### src/rtl/wta_pkg.sv
// shared types and status codes for the window time average block
package wta_pkg;

    localparam logic [1:0] ST_OK       = 2'd0;
    localparam logic [1:0] ST_EARLY    = 2'd1;
    localparam logic [1:0] ST_LATE     = 2'd2;
    localparam logic [1:0] ST_REVERSED = 2'd3;

    typedef struct packed {
        logic [31:0] sample_time;
        logic [31:0] sample_value;
        logic        last_sample;
    } in_word_t;

    typedef struct packed {
        logic [31:0] average;
        logic [1:0]  status;
    } out_word_t;

endpackage

### src/rtl/window_time_average.sv
// window time average: clipped trapezoid area over a sample series, divided by window length
// a sample may only update state, or may need two interpolations, an area step and the final average.
// each interpolation and the average go through one shared 64/32 restoring divider,
// one quotient bit per cycle, then a finishing step; one 32x32 multiplier feeds it.
// one sample at a time: in_stall is high while a sample is being worked.
// rst_n (async, low) clears window registers and pass state.
module window_time_average
    import wta_pkg::*;
(
    input  logic        clk,
    input  logic        rst_n,
    input  logic        psel,
    input  logic        penable,
    input  logic        pwrite,
    input  logic [2:0]  paddr,
    input  logic [31:0] pwdata,
    output logic [31:0] prdata,
    output logic        pready,
    input  logic        in_valid,
    output logic        in_stall,
    input  in_word_t    in_word,
    output logic        out_valid,
    input  logic        out_stall,
    output out_word_t   out_word
);

    typedef enum logic [3:0] {
        S_IDLE, S_EVAL, S_PT_MUL, S_PT_DIV, S_LA_MUL, S_LA_DIV, S_LB_MUL, S_LB_DIV,
        S_AR_MUL, S_AR_ADD, S_AV_DIV, S_OUT
    } state_t;

    state_t      state_reg, state_next;
    logic [31:0] ws_reg, we_reg;
    in_word_t    in_reg, in_next;
    logic [31:0] pt_reg, pt_next, pv_reg, pv_next;
    logic        have_reg, have_next, fin_reg, fin_next;
    logic [63:0] area_reg, area_next;
    logic [31:0] va_reg, va_next, vb_reg, vb_next;
    logic [63:0] q_reg, q_next;
    logic [32:0] rem_reg, rem_next;
    logic [31:0] dvs_reg, dvs_next;
    logic [6:0]  cnt_reg, cnt_next;
    logic [31:0] ravg_reg, ravg_next;
    logic [1:0]  rst_reg, rst_next;
    logic        ov_reg, ov_next;
    out_word_t   ow_reg, ow_next;

    logic [31:0] t, v, a, b, diff, mul_a, mul_b, lerp_val, d;
    logic        up, last;
    logic [32:0] rem_sh, vsum;
    logic        ge;
    logic [63:0] seg;
    logic [64:0] asum;

    assign pready   = 1'b1;
    assign prdata   = paddr[2] ? we_reg : ws_reg;
    assign in_stall = (state_reg != S_IDLE);
    assign out_valid = ov_reg;
    assign out_word  = ow_reg;

    always_ff @(posedge clk or negedge rst_n)
    begin
        if (!rst_n)
        begin
            ws_reg <= '0;
            we_reg <= '0;
        end
        else if (psel && penable && pwrite)
        begin
            if (paddr[2])
                we_reg <= pwdata;
            else
                ws_reg <= pwdata;
        end
    end

    assign t    = in_reg.sample_time;
    assign v    = in_reg.sample_value;
    assign last = in_reg.last_sample;
    assign a    = (pt_reg > ws_reg) ? pt_reg : ws_reg;
    assign b    = (t < we_reg) ? t : we_reg;
    assign d    = b - a;
    assign up   = (v >= pv_reg);
    assign diff = up ? (v - pv_reg) : (pv_reg - v);
    assign lerp_val = up ? (pv_reg + q_reg[31:0]) : (pv_reg - q_reg[31:0]);
    assign vsum = {1'b0, va_reg} + {1'b0, vb_reg};
    assign seg  = q_reg + (vsum[0] ? {33'd0, d[31:1]} : 64'd0);
    assign asum = {1'b0, area_reg} + {1'b0, seg};

    // restoring divider step
    assign rem_sh = {rem_reg[31:0], q_reg[63]};
    assign ge     = (rem_sh >= {1'b0, dvs_reg});

    always_comb
    begin
        case (state_reg)
            S_PT_MUL: mul_b = ws_reg - pt_reg;
            S_LA_MUL: mul_b = a - pt_reg;
            S_LB_MUL: mul_b = b - pt_reg;
            default:  mul_b = vsum[32:1];
        endcase
        mul_a = (state_reg == S_AR_MUL) ? d : diff;
    end

    always_comb
    begin
        state_next = state_reg;
        in_next    = in_reg;
        pt_next    = pt_reg;
        pv_next    = pv_reg;
        have_next  = have_reg;
        fin_next   = fin_reg;
        area_next  = area_reg;
        va_next    = va_reg;
        vb_next    = vb_reg;
        q_next     = q_reg;
        rem_next   = rem_reg;
        dvs_next   = dvs_reg;
        cnt_next   = cnt_reg;
        ravg_next  = ravg_reg;
        rst_next   = rst_reg;
        ov_next    = ov_reg;
        ow_next    = ow_reg;

        if (ov_reg && !out_stall)
            ov_next = 1'b0;

        case (state_reg)
            S_IDLE:
            begin
                if (in_valid)
                begin
                    in_next    = in_word;
                    state_next = S_EVAL;
                end
            end
            S_EVAL:
            begin
                ravg_next = '0;
                if (fin_reg)
                begin
                    if (last)
                    begin
                        pt_next = '0; pv_next = '0; have_next = 1'b0;
                        area_next = '0; fin_next = 1'b0;
                    end
                    state_next = S_IDLE;
                end
                else if (ws_reg > we_reg)
                begin
                    rst_next = ST_REVERSED;
                    state_next = S_OUT;
                end
                else if (!have_reg)
                begin
                    if (t > ws_reg)
                    begin
                        rst_next = ST_EARLY;
                        state_next = S_OUT;
                    end
                    else if (t == ws_reg && ws_reg == we_reg)
                    begin
                        rst_next = ST_OK;
                        ravg_next = v;
                        state_next = S_OUT;
                    end
                    else
                    begin
                        pt_next = t; pv_next = v; have_next = 1'b1;
                        rst_next = ST_LATE;
                        state_next = last ? S_OUT : S_IDLE;
                    end
                end
                else if (t > pt_reg)
                begin
                    if (ws_reg == we_reg)
                    begin
                        if (t >= ws_reg)
                            state_next = S_PT_MUL;
                        else
                        begin
                            pt_next = t; pv_next = v;
                            rst_next = ST_LATE;
                            state_next = last ? S_OUT : S_IDLE;
                        end
                    end
                    else if (a < b)
                        state_next = S_LA_MUL;
                    else
                        state_next = S_AR_ADD;
                end
                else
                begin
                    rst_next = ST_LATE;
                    state_next = last ? S_OUT : S_IDLE;
                end
            end
            S_PT_MUL, S_LA_MUL, S_LB_MUL, S_AR_MUL:
            begin
                q_next   = mul_a * mul_b;
                rem_next = '0;
                dvs_next = t - pt_reg;
                cnt_next = 7'd64;
                case (state_reg)
                    S_PT_MUL: state_next = S_PT_DIV;
                    S_LA_MUL: state_next = S_LA_DIV;
                    S_LB_MUL: state_next = S_LB_DIV;
                    default:  state_next = S_AR_ADD;
                endcase
            end
            S_PT_DIV, S_LA_DIV, S_LB_DIV, S_AV_DIV:
            begin
                rem_next = ge ? (rem_sh - {1'b0, dvs_reg}) : rem_sh;
                q_next   = {q_reg[62:0], ge};
                cnt_next = cnt_reg - 7'd1;
                if (cnt_reg == 7'd0)
                begin
                    rem_next = rem_reg;
                    q_next   = q_reg;
                    case (state_reg)
                        S_PT_DIV:
                        begin
                            ravg_next = lerp_val;
                            rst_next = ST_OK;
                            state_next = S_OUT;
                        end
                        S_LA_DIV:
                        begin
                            va_next = lerp_val;
                            state_next = S_LB_MUL;
                        end
                        S_LB_DIV:
                        begin
                            vb_next = lerp_val;
                            state_next = S_AR_MUL;
                        end
                        default:
                        begin
                            ravg_next = (q_reg[63:32] != 32'd0) ? 32'hFFFF_FFFF : q_reg[31:0];
                            rst_next = ST_OK;
                            state_next = S_OUT;
                        end
                    endcase
                end
            end
            S_AR_ADD:
            begin
                // entered with a >= b too: then no area is added
                if (a < b)
                    area_next = asum[64] ? 64'hFFFF_FFFF_FFFF_FFFF : asum[63:0];
                if (t >= we_reg)
                begin
                    q_next   = (a < b) ? area_next : area_reg;
                    rem_next = '0;
                    dvs_next = we_reg - ws_reg;
                    cnt_next = 7'd64;
                    state_next = S_AV_DIV;
                end
                else
                begin
                    pt_next = t; pv_next = v;
                    rst_next = ST_LATE;
                    state_next = last ? S_OUT : S_IDLE;
                end
            end
            S_OUT:
            begin
                if (!ov_reg || !out_stall)
                begin
                    ov_next = 1'b1;
                    ow_next.status  = rst_reg;
                    ow_next.average = (rst_reg == ST_OK) ? ravg_reg : 32'd0;
                    if (last)
                    begin
                        pt_next = '0; pv_next = '0; have_next = 1'b0;
                        area_next = '0; fin_next = 1'b0;
                    end
                    else
                        fin_next = 1'b1;
                    state_next = S_IDLE;
                end
            end
            default: state_next = S_IDLE;
        endcase
    end

    always_ff @(posedge clk or negedge rst_n)
    begin
        if (!rst_n)
        begin
            state_reg <= S_IDLE;
            pt_reg    <= '0;
            pv_reg    <= '0;
            have_reg  <= 1'b0;
            fin_reg   <= 1'b0;
            area_reg  <= '0;
            ov_reg    <= 1'b0;
        end
        else
        begin
            state_reg <= state_next;
            pt_reg    <= pt_next;
            pv_reg    <= pv_next;
            have_reg  <= have_next;
            fin_reg   <= fin_next;
            area_reg  <= area_next;
            ov_reg    <= ov_next;
        end
    end

    always_ff @(posedge clk)
    begin
        in_reg   <= in_next;
        va_reg   <= va_next;
        vb_reg   <= vb_next;
        q_reg    <= q_next;
        rem_reg  <= rem_next;
        dvs_reg  <= dvs_next;
        cnt_reg  <= cnt_next;
        ravg_reg <= ravg_next;
        rst_reg  <= rst_next;
        ow_reg   <= ow_next;
    end

endmodule

### config.mk
export PLATFORM = sky130hd
export DESIGN_NAME = window_time_average
export DESIGN_NICKNAME = d
export VERILOG_FILES = /design/src/rtl/wta_pkg.sv /design/src/rtl/window_time_average.sv
export SDC_FILE = /design/constraint.sdc
export NUM_CORES = 2
export LEC_CHECK = 0
export BUFFER_PORTS_ARGS = -buffer_cell sky130_fd_sc_hd__buf_2
export CAP_MARGIN = 20
export CORE_MARGIN = 2
export CORE_UTILIZATION = 30
export CTS_CLUSTER_DIAMETER = 120
export DETAILED_ROUTE_END_ITERATION = 10
export GPL_ROUTABILITY_DRIVEN = 0
export HOLD_SLACK_MARGIN = 0.05
export SLEW_MARGIN = 20
export SYNTH_ARGS = -nofsm -noshare
export SYNTH_HDL_FRONTEND = slang
export SYNTH_SLANG_ARGS = --single-unit
### constraint.sdc
create_clock -name clk -period 34.3 [get_ports clk]
set_clock_uncertainty 0.1 [all_clocks]
set_input_delay 3.43 -clock clk [delete_from_list [all_inputs] [get_ports clk]]
set_output_delay 3.43 -clock clk [all_outputs]
set_load 0.05 [all_outputs]
==> results.ini <==
[outcome]
outcome=completed

[synth]
synthArstFlopShare_pct=37.5
syn_area_um2=80200
synth_top_family_by_area=adder cells
synth-edff-count=332
synth_cell_types=97
synth-simple-area-share_pct=14.4
yosys_warnings=0
synth-seq-cells=531
syn_nets=10900
synth_flop_cell=edfxtp_1
yosysSeqAreaShare_pct=18.6
syn_inst=9153
synth_compound_area_share_pct=16.9
synth.avg_cell_area_um2=8.76
synthMuxAreaShare_pct=2.83
synth-xor-area-share_pct=4.89
synth_fa_ha_area_share_pct=34.2

[sta]
fin_crit_ps=15900
fin_tns_setup_ps=0
fin_crit_sh_pct=46.3
finalWorstSetupSlack_ps=18400
hold_viol=0
finalSetupViolCount=0
tightest_slew_ps=1160
fmax_mhz=62.9
rsz0062_at_grt=no
slew_violations=0
whs_ps=379
max_slew_margin_pct=22.8

[clocking]
numCtsBuffers=67
tritoncts=yes
ctsResizeCount=0
h-tree-depth=3
clockBufferDepth=3
cts.sinks=531
cts_setup_buffers=0
cts-hold-fix-buffers=0
clk_pin_slew_worst_paths_ps=60
insertion_delay_ps=730
cts-root-buf=clkbuf_16

[floorplanning]
row_count=189
die_x_um=521
start_util_pct=30.2
core_area_um2=266000
ios=176
die_area_um2=271000
die_y_um=521

[final_layout]
fin_nets=10900
regArea_um2=14900
multi_input_area_um2=59200
layout-drive-gt1-share_pct=6.88
area_delta_synth_final_pct=8.98
n_fill_cell=27700

[global_route]
grt_pass1_vias=66900
overflow=0
grt_max_degree=109
grtUsageTotal_pct=20.4
antenna_found_initial=26
grt_pass1_wl_um=422000

[setup_path]
endpoint_kind=flip-flop
crit_family=adder cells
path_class=flip-flop to flip-flop
critical_path.startpoint_type=flip-flop
crit_required_ps=34670
crit_arrival_ps=16270
crit_path_max_incr_delay_ps=800
cpMostUsedCell=fa_1
worstPathMaxFanout=23
cp_num_buf_inv=4
critPathSlowestCell=mux2_2

[placed_design]
dp_hpwl_um=225000
numPortBuffers=172
place_ws_ps=18750

[drt]
initialDrtViolationCount=6621
wl_um=279000
post_drt_wl_per_cell_um=22.0
first_pass_iters=9
viasPerCell=5.37
antenna_left=0
vias=68100
drc=0

[run]
maxCapViolations=0

[worst_hold_path]
hold_class=flip-flop to flip-flop

Yosys cell counts (199+ instances only):
master	instances	share of area (%)
dfrtp_1	199	6.2
inv_1	1284	6.0
a21oi_1	594	3.7
fa_1	908	23
clkbuf_1	303	1.4
o21ai_0	339	2.1
nor2_1	683	3.2
nand2_1	1096	5.1
edfxtp_1	332	12
xnor2_1	281	3.1
ha_1	742	12
a21o_1	300	2.8
worst reg2reg max path, delay by kind of cell (launching register included):
family,cells,cell delay (ps)
compound gates,16,5520
simple gates,10,2570
mux,1,810
flops,1,440
fa+ha+maj,12,5490
xor+xnor,2,530
buf+inv,4,210
cells in the final DEF, fill, tap and decap left out, types with 167 or more instances in the layout:
cell type,count
a21o_1,300
a21oi_1,588
and2_1,192
buf_2,171
dfrtp_1,199
edfxtp_1,332
fa_1,908
ha_1,742
inv_1,1284
nand2_1,1092
nor2_1,675
o21ai_0,334
xnor2_1,280
xor2_1,167
per-layer routing:
metal / up-vias / track usage, % / routed length (um)
met5: - / 0 / 127
met4: 20 / 8.93 / 13900
met3: 537 / 3.86 / 24100
met2: 2737 / 31.1 / 120000
met1: 34100 / 28.1 / 121000
li1: 30700 / - / -
layout make-up:
cell class,instances,share of cell area [%]
well taps,3533,5.06
inverters,1284,5.51
multi-input cells,6933,67.7
clock inverters,33,0.472
flip-flops and latches,531,17.1
diodes,7,0.0200
repair buffers,285,2.00
clock buffers,89,2.11
per-stage QoR:
| step | utilization, % | cells | instance area [um2] |
|---|---|---|---|
| after floorplan | - | 9153 | 80200 |
| after global placement | 32.0 | 12600 | 85100 |
| after detailed placement | 32.0 | 12600 | 85100 |
| after CTS | 32.9 | 12700 | 87300 |
| after global routing | 32.9 | 12700 | 87400 |
| final | 32.9 | 12700 | 87400 |
final timing paths:
check / start / endpoint / slack, ps / cells past startpoint
min in group asynchronous: rst_n / pt_reg[2] / 2680 / 1
worst min register to register: rst_reg[1] / out_word[1] / 380 / 0
worst min-delay path: rst_reg[1] / out_word[1] / 380 / 0
max in group asynchronous: rst_n / area_reg[58] / 29450 / 3
worst max register to register: ws_reg[4] / q_reg[62] / 18400 / 45
worst max-delay path: ws_reg[4] / q_reg[62] / 18400 / 45
cell families (layout without fill, tap and decap cells):
logic type | after synthesis | in the layout
mux | 210 | 210
flops | 531 | 531
buf+inv | 1689 | 1691
simple gates | 2580 | 2580
compound gates | 2044 | 2044
other cells | 1 | 8
fa+ha+maj | 1650 | 1650
xor+xnor | 448 | 448
Power is left out: the tool's default activity adds up to more than one toggle a clock period on the data nets, which glitch-free logic cannot reach.
